--- config.mk ---
export PLATFORM = sky130hd
export DESIGN_NAME = pid_variable_integral_weight_core
export DESIGN_NICKNAME = d
export VERILOG_FILES = /design/src/pvi_pkg.sv /design/src/pid_variable_integral_weight_core.sv /design/src/pvi_regs.sv /design/src/pvi_mul.sv
export SDC_FILE = /design/constraint.sdc
export NUM_CORES = 2
export LEC_CHECK = 0
export BUFFER_PORTS_ARGS = -buffer_cell sky130_fd_sc_hd__buf_2
export CAP_MARGIN = 20
export CORE_MARGIN = 2
export CORE_UTILIZATION = 35
export CTS_BUF_LIST = sky130_fd_sc_hd__clkbuf_8
export CTS_CLUSTER_SIZE = 28
export DETAILED_ROUTE_END_ITERATION = 12
export SLEW_MARGIN = 5
export SYNTH_ARGS = -nofsm -noshare
export SYNTH_HDL_FRONTEND = slang
export SYNTH_SLANG_ARGS = --single-unit
--- constraint.sdc ---
create_clock -name clk -period 10.71 [get_ports clk]
set_input_delay 3.213 -clock clk [delete_from_list [all_inputs] [get_ports clk]]
set_output_delay 3.213 -clock clk [all_outputs]
set_load 0.005 [all_outputs]
--- src/pvi_pkg.sv ---
// pvi_pkg: shared types, constants and helpers for the variable integral weight pid core
// used by pvi_regs, pvi_mul and pid_variable_integral_weight_core
package pvi_pkg;

  localparam int ERR_W      = 16;
  localparam int GAIN_W     = 16;
  localparam int LIM_W      = 15;
  localparam int CFG_IDX_W  = 3;
  localparam int CFG_DATA_W = 16;
  localparam int BETA_W     = 11;
  localparam int GAIN_FRAC  = 8;
  localparam int BETA_FRAC  = 10;
  localparam int MUL_A_W    = 25;
  localparam int MUL_B_W    = 17;
  localparam int PROD_W     = MUL_A_W + MUL_B_W;
  localparam int ACC_W      = 27;
  localparam int MAG_W      = ERR_W + 1;

  // register indexes
  localparam logic [CFG_IDX_W-1:0] REG_GAIN_P      = 3'd0;
  localparam logic [CFG_IDX_W-1:0] REG_GAIN_I      = 3'd1;
  localparam logic [CFG_IDX_W-1:0] REG_GAIN_D      = 3'd2;
  localparam logic [CFG_IDX_W-1:0] REG_INTEG_LIMIT = 3'd3;
  localparam logic [CFG_IDX_W-1:0] REG_OUT_LIMIT   = 3'd4;

  // reset values
  localparam logic [GAIN_W-1:0] RST_GAIN_P      = 16'd12800;
  localparam logic [GAIN_W-1:0] RST_GAIN_I      = 16'd1920;
  localparam logic [GAIN_W-1:0] RST_GAIN_D      = 16'd640;
  localparam logic [LIM_W-1:0]  RST_INTEG_LIMIT = 15'd400;
  localparam logic [LIM_W-1:0]  RST_OUT_LIMIT   = 15'd5000;

  // integral weight, q1.10
  localparam logic [BETA_W-1:0] BETA_ZERO = 11'd0;
  localparam logic [BETA_W-1:0] BETA_LOW  = 11'd614;
  localparam logic [BETA_W-1:0] BETA_MID  = 11'd922;
  localparam logic [BETA_W-1:0] BETA_ONE  = 11'd1024;

  localparam logic [MAG_W-1:0] BAND_ZERO = 17'd60;
  localparam logic [MAG_W-1:0] BAND_LOW  = 17'd20;
  localparam logic [MAG_W-1:0] BAND_MID  = 17'd10;

  typedef struct packed {
    logic [GAIN_W-1:0] gain_p;
    logic [GAIN_W-1:0] gain_i;
    logic [GAIN_W-1:0] gain_d;
    logic [LIM_W-1:0]  integ_limit;
    logic [LIM_W-1:0]  out_limit;
  } pvi_cfg_t;

  function automatic logic [BETA_W-1:0] beta_sel(input logic signed [ERR_W-1:0] e);
    logic [MAG_W-1:0] ext;
    logic [MAG_W-1:0] mag;
    logic [BETA_W-1:0] b;
    ext = {e[ERR_W-1], e};
    // -32768 gives a magnitude of 32768
    mag = e[ERR_W-1] ? MAG_W'(-ext) : ext;
    if (mag > BAND_ZERO) b = BETA_ZERO;
    else if (mag > BAND_LOW) b = BETA_LOW;
    else if (mag > BAND_MID) b = BETA_MID;
    else b = BETA_ONE;
    return b;
  endfunction

endpackage

--- src/pid_variable_integral_weight_core.sv ---
// pid core with integral separation: one error sample in, one saturated drive out
// after the accepting edge the sequencer walks S_P, S_D, S_I1, S_I2, S_ACC and S_SAT, one
// sample at a time: four passes through the single shared multiplier, accumulate, saturate
// a new sample is taken while the previous drive still waits in the output register
// reset (synchronous, rst_n low): gains and limits to defaults, integrator and
// previous error to zero, sequencer idle, no output pending
module pid_variable_integral_weight_core (
  input  logic                                  clk,
  input  logic                                  rst_n,
  input  logic                                  in_valid,
  output logic                                  in_ready,
  input  logic signed [pvi_pkg::ERR_W-1:0]      in_err_sample,
  output logic                                  out_valid,
  input  logic                                  out_ready,
  output logic signed [pvi_pkg::ERR_W-1:0]      out_drive_value,
  input  logic                                  cfg_we,
  input  logic [pvi_pkg::CFG_IDX_W-1:0]         cfg_index,
  input  logic [pvi_pkg::CFG_DATA_W-1:0]        cfg_data
);
  import pvi_pkg::*;

  typedef enum logic [2:0] {
    S_IDLE, S_P, S_D, S_I1, S_I2, S_ACC, S_SAT
  } state_t;

  state_t                   state_r;
  pvi_cfg_t                 cfg;
  logic signed [ERR_W-1:0]  err_r;
  logic signed [ERR_W-1:0]  prev_err_r;
  logic signed [ERR_W-1:0]  integ_r;
  logic [BETA_W-1:0]        beta_r;
  logic signed [ACC_W-1:0]  acc_r;
  logic                     out_valid_r;
  logic signed [ERR_W-1:0]  out_drive_r;

  logic signed [MAG_W-1:0]  integ_sum;
  logic signed [MAG_W-1:0]  integ_ext;
  logic signed [MAG_W-1:0]  ilim_s;
  logic signed [ERR_W-1:0]  integ_clamped;
  logic signed [MAG_W-1:0]  err_diff;
  logic signed [ACC_W-1:0]  olim_s;
  logic signed [ERR_W-1:0]  drive_clamped;

  logic                       mul_en;
  logic signed [MUL_A_W-1:0]  mul_a;
  logic signed [MUL_B_W-1:0]  mul_b;
  logic signed [PROD_W-1:0]   prod;
  logic signed [ACC_W-1:0]    term_g;
  logic signed [ACC_W-1:0]    term_b;

  pvi_regs u_regs (
    .clk       (clk),
    .rst_n     (rst_n),
    .cfg_we    (cfg_we),
    .cfg_index (cfg_index),
    .cfg_data  (cfg_data),
    .cfg       (cfg)
  );

  pvi_mul u_mul (
    .clk   (clk),
    .en    (mul_en),
    .mul_a (mul_a),
    .mul_b (mul_b),
    .prod  (prod)
  );

  // integrator update and clamp
  always_comb begin
    integ_ext = MAG_W'(integ_r);
    ilim_s    = signed'({2'b00, cfg.integ_limit});
    integ_sum = integ_ext + MAG_W'(err_r);
    if (integ_sum > ilim_s) integ_clamped = ERR_W'(ilim_s);
    else if (integ_sum < -ilim_s) integ_clamped = ERR_W'(-ilim_s);
    else integ_clamped = integ_sum[ERR_W-1:0];
  end

  assign err_diff = MAG_W'(err_r) - MAG_W'(prev_err_r);

  // floor shifts of the product by the gain and weight fractions
  assign term_g = signed'(prod[ACC_W+GAIN_FRAC-1:GAIN_FRAC]);
  assign term_b = signed'(prod[ACC_W+BETA_FRAC-1:BETA_FRAC]);

  // operand select for the shared multiplier
  always_comb begin
    mul_en = 1'b1;
    mul_a  = '0;
    mul_b  = '0;
    unique case (state_r)
      S_P: begin
        mul_a = MUL_A_W'(err_r);
        mul_b = signed'({1'b0, cfg.gain_p});
      end
      S_D: begin
        mul_a = MUL_A_W'(err_diff);
        mul_b = signed'({1'b0, cfg.gain_d});
      end
      S_I1: begin
        mul_a = MUL_A_W'(integ_r);
        mul_b = signed'({1'b0, cfg.gain_i});
      end
      S_I2: begin
        mul_a = signed'(prod[MUL_A_W+GAIN_FRAC-1:GAIN_FRAC]);
        mul_b = signed'(MUL_B_W'(beta_r));
      end
      default: mul_en = 1'b0;
    endcase
  end

  // output saturation
  always_comb begin
    olim_s = signed'(ACC_W'(cfg.out_limit));
    if (acc_r > olim_s) drive_clamped = ERR_W'(olim_s);
    else if (acc_r < -olim_s) drive_clamped = ERR_W'(-olim_s);
    else drive_clamped = acc_r[ERR_W-1:0];
  end

  always_ff @(posedge clk) begin
    if (!rst_n) begin
      state_r     <= S_IDLE;
      out_valid_r <= 1'b0;
      integ_r     <= '0;
      prev_err_r  <= '0;
    end else begin
      // in S_SAT the sequencer itself decides the output valid
      if (out_valid_r && out_ready && state_r != S_SAT) begin
        out_valid_r <= 1'b0;
      end
      unique case (state_r)
        S_IDLE: begin
          if (in_valid) begin
            err_r   <= in_err_sample;
            beta_r  <= beta_sel(in_err_sample);
            state_r <= S_P;
          end
        end
        S_P: begin
          integ_r <= integ_clamped;
          state_r <= S_D;
        end
        S_D: begin
          acc_r      <= term_g;
          prev_err_r <= err_r;
          state_r    <= S_I1;
        end
        S_I1: begin
          acc_r   <= acc_r + term_g;
          state_r <= S_I2;
        end
        S_I2: begin
          state_r <= S_ACC;
        end
        S_ACC: begin
          acc_r   <= acc_r + term_b;
          state_r <= S_SAT;
        end
        S_SAT: begin
          // hold until the output register is free
          if (!out_valid_r || out_ready) begin
            out_drive_r <= drive_clamped;
            out_valid_r <= 1'b1;
            state_r     <= S_IDLE;
          end
        end
        default: state_r <= S_IDLE;
      endcase
    end
  end

  assign in_ready        = (state_r == S_IDLE);
  assign out_valid       = out_valid_r;
  assign out_drive_value = out_drive_r;

`ifndef SYNTH
  a_accept_starts: assert property (@(posedge clk) disable iff (!rst_n)
    in_valid && in_ready |=> state_r == S_P)
    else $error("accepted transaction did not start the sequence");

  a_integ_bound: assert property (@(posedge clk) disable iff (!rst_n)
    state_r == S_I1 |-> (integ_ext <= ilim_s) && (integ_ext >= -ilim_s))
    else $error("integrator outside its clamp bound");

  a_beta_code: assert property (@(posedge clk) disable iff (!rst_n)
    state_r != S_IDLE |-> beta_r == BETA_ZERO || beta_r == BETA_LOW ||
      beta_r == BETA_MID || beta_r == BETA_ONE)
    else $error("integral weight is not a band value");

  a_drive_bound: assert property (@(posedge clk) disable iff (!rst_n)
    out_valid_r |-> (ACC_W'(out_drive_r) <= olim_s) && (ACC_W'(out_drive_r) >= -olim_s))
    else $error("drive outside its saturation bound");
`endif

endmodule

--- src/pvi_regs.sv ---
// pvi_regs: configuration registers (gains and limits) with their reset values
// depends on pvi_pkg
module pvi_regs (
  input  logic                           clk,
  input  logic                           rst_n,
  input  logic                           cfg_we,
  input  logic [pvi_pkg::CFG_IDX_W-1:0]  cfg_index,
  input  logic [pvi_pkg::CFG_DATA_W-1:0] cfg_data,
  output pvi_pkg::pvi_cfg_t              cfg
);
  import pvi_pkg::*;

  pvi_cfg_t cfg_r;

  always_ff @(posedge clk) begin
    if (!rst_n) begin
      cfg_r.gain_p      <= RST_GAIN_P;
      cfg_r.gain_i      <= RST_GAIN_I;
      cfg_r.gain_d      <= RST_GAIN_D;
      cfg_r.integ_limit <= RST_INTEG_LIMIT;
      cfg_r.out_limit   <= RST_OUT_LIMIT;
    end else if (cfg_we) begin
      unique case (cfg_index)
        REG_GAIN_P:      cfg_r.gain_p      <= cfg_data[GAIN_W-1:0];
        REG_GAIN_I:      cfg_r.gain_i      <= cfg_data[GAIN_W-1:0];
        REG_GAIN_D:      cfg_r.gain_d      <= cfg_data[GAIN_W-1:0];
        REG_INTEG_LIMIT: cfg_r.integ_limit <= cfg_data[LIM_W-1:0];
        REG_OUT_LIMIT:   cfg_r.out_limit   <= cfg_data[LIM_W-1:0];
        default: ;
      endcase
    end
  end

  assign cfg = cfg_r;

endmodule

--- src/pvi_mul.sv ---
// pvi_mul: shared signed multiplier with registered product
// depends on pvi_pkg
module pvi_mul (
  input  logic                               clk,
  input  logic                               en,
  input  logic signed [pvi_pkg::MUL_A_W-1:0] mul_a,
  input  logic signed [pvi_pkg::MUL_B_W-1:0] mul_b,
  output logic signed [pvi_pkg::PROD_W-1:0]  prod
);
  import pvi_pkg::*;

  logic signed [PROD_W-1:0] prod_r;

  always_ff @(posedge clk) begin
    if (en) begin
      prod_r <= PROD_W'(mul_a) * PROD_W'(mul_b);
    end
  end

  assign prod = prod_r;

endmodule
==> flow_summary.ini <==
[status]
status = complete, no violations

[sta]
tns_ns = 0
layout_setup_ws_ns = 1.16
finalSetupViolations = 0
fin_crit_sh_pct = 89.2
worst_pin_slew_ns = 1.20
holdWs_ns = 0.453
rsz0062_at_grt = no
max_freq_ghz = 0.105
fin_crit_ns = 9.55
report.final.slew_viol_count = 0
slew_headroom_pct = 20.3
finalHoldViolCount = 0
clock_skew_ns = 0.0360

[placement]
dpl_cell_area_um2 = 28500
portBuffers = 57
dp_hpwl_mm = 62.1
gp_congestion = 0.899
place_ws_ns = 1.27

[grt]
track_usage_pct = 20.4
grt_overflow = 0
grt_use_met3_pct = 2.89
grt_pass1_wl_mm = 126
grt_use_met2_pct = 32.4
antenna_found_initial = 1
met1_usage_pct = 29.3
gr-max-usage-layer = met2
grt_max_degree = 84
first_global_vias = 22100

[drt]
drtPass1Iterations = 6
ant_nets = 0
drc = 0
drt-initial-drc-count = 1904
routed_wl_mm = 79.5
vias = 22000
viasPerCell = 5.17
wl_per_cell_um = 18.7

[yosys]
ys_warn_count = 0
synth.area.top_cells = fa_1 (26%), ha_1 (10%), edfxtp_1 (10%), dfxtp_1 (8.4%), inv_1 (7.2%)
syn_area_um2 = 27000
synth_top_cells_by_count = inv_1 (515), nand2_1 (469), fa_1 (354), nor2_1 (301), ha_1 (223)
synth.distinct_cells = 88
synth-edff-count = 92
synth_nets = 3792
ys_seq_area_share_pct = 18.7
netlist_instances = 3175
ys_ff_latch = 206
postSynthAreaPerCell_um2 = 8.51
netlist.area_leader.share_pct = 26.2
ys.flop_type = dfxtp_1
yosys.area.top_type = fa_1
async_flop_share_pct = 0
yosysMostFrequentCell = inv_1

[setup_path]
ff2ff_setup_slack_ns = 1.16
critical_path_class = flop to flop
start_kind = flop
crit_end = u_mul.prod[35]$_DFFE_PN_
worst_path_max_delay_cell = a21oi_1
startpoint = err_r[0]$_DFFE_PP_
worstReg2RegEnd = u_mul.prod[35]$_DFFE_PN_
worstPathArrival_ns = 9.91
r2r-start = err_r[0]$_DFFE_PP_
crit_top_cell = fa_1
end_kind = flop
rr_worst_depth = 35
worst-path-max-fanout = 24
cp_data_required_time_ns = 11.07
cp_slowest_stage_delay_ns = 0.74

[layout]
postLayoutCellArea_um2 = 29400
antenna_cells = 0
nets = 3809
area_growth_pct = 8.86
drive_above_1_share_pct = 7.67

[clock_network]
clock_latency_ns = 0.61
cts_resized = 0
clockRootBuffer = clkbuf_8
path_clk_slew_ns = 0.06
ctsHoldBuffers = 0
cts.htree.levels = 2
cts_inserted_buffers = 40
ctsLongestPathBuffers = 3
cts_setup_buffers = 0
cts_tree = done
clock_sinks = 206

[worst_hold_path]
hp-class = flop to flop
whs_path_depth = 2

[power]
ir_drop_uv = 71.4
design_power_total_w = 0.00297
p_per_area_nw_per_um2 = 101
power_leakage_nw = 13.5

[floorplan]
fp.dieArea_um2 = 79500
start_util_pct = 35.5
die_h_um = 282
std_cell_rows = 101
io_pins = 58
core_area_um2 = 76200
die_w_um = 282

[run]
maxCapViolations = 0
-- layout by cell type (no fill, tap or decap), types with 46 or more instances in the layout --
cell type / instances
o21ai_0: 54
edfxtp_1: 92
clkbuf_8: 48
xnor2_1: 81
fa_1: 354
dfxtp_1: 113
nor2_1: 297
buf_2: 57
a21oi_1: 193
nand2_1: 469
mux2i_1: 47
a21o_1: 46
o21ai_1: 47
inv_1: 526
ha_1: 223
-- metal layers --
layer  part of all wire [%]  wire length [um]
met3                    6.7              5340
met5                      0                 0
met4                    2.4              1930
met1                     46             36500
met2                     45             35600
-- cells by family (layout without fill, tap and decap cells) --
group	after synthesis	in the layout	synth area share (%)
xor+xnor	112	112	3.63
simple gates	1021	1021	16.4
buf+inv	647	694	9.04
fa+ha+maj	577	577	36.5
flops	206	206	18.7
mux	84	84	3.28
compound gates	528	528	12.4
-- area by class of cell --
type	count	area [um^2]
fill	7717	46800
multi-input combinational	2322	19600
sequential	206	5050
inverter	521	1960
tap	1030	1290
clock buffer	48	661
timing repair buffer	101	636
clock inverter	24	219
-- how the worst min path moves through the flow --
stage / endpoint / start
floorplan: u_regs.cfg[51]$_SDFFE_PN0P_ / u_regs.cfg[51]$_SDFFE_PN0P_
global placement: u_regs.cfg[51]$_SDFFE_PN0P_ / u_regs.cfg[51]$_SDFFE_PN0P_
detailed placement: u_regs.cfg[65]$_SDFFE_PN0P_ / u_regs.cfg[65]$_SDFFE_PN0P_
CTS: u_regs.cfg[65]$_SDFFE_PN0P_ / u_regs.cfg[65]$_SDFFE_PN0P_
global route: u_regs.cfg[65]$_SDFFE_PN0P_ / u_regs.cfg[65]$_SDFFE_PN0P_
finish: u_regs.cfg[65]$_SDFFE_PN0P_ / u_regs.cfg[65]$_SDFFE_PN0P_
-- critical path, delay by kind of cell, from the launching register on --
kind	cells	cell delay, ns
buffers and inverters	6	0.55
xor gates and xnor gates	1	0.07
DFF	1	0.39
adders and majority gates	9	4.07
and+or+nand+nor	3	0.54
AOI/OAI and AO/OA	16	3.67
-- registers in the layout (all words and copies together), names as in the netlist --
name / count
u_regs.cfg: 78
out_drive_value: 16
state_r: 3
out_valid: 1
integ_r: 16
u_mul.prod: 29
prev_err_r: 16
err_r: 16
acc_r: 27
beta_r: 4
-- report_power, final --
| part | switching, W | leakage, nW | internal [W] | total, W |
|---|---|---|---|---|
| logic | 0.000678 | 11.2 | 0.000421 | 0.00110 |
| registers | 0.0000927 | 1.79 | 0.000894 | 0.000987 |
| clock network | 0.000375 | 0.498 | 0.000506 | 0.000880 |
| total | 0.00115 | 13.5 | 0.00182 | 0.00297 |
-- through the flow --
stage          instances  util, %
2_1_floorplan       3175        -
3_3_place_gp        4178     37.4
3_5_place_dp        4180     37.5
4_1_cts             4252     38.6
5_1_grt             4252     38.6
6_report            4252     38.6
Note: power is estimated with default switching activity, not from simulation.
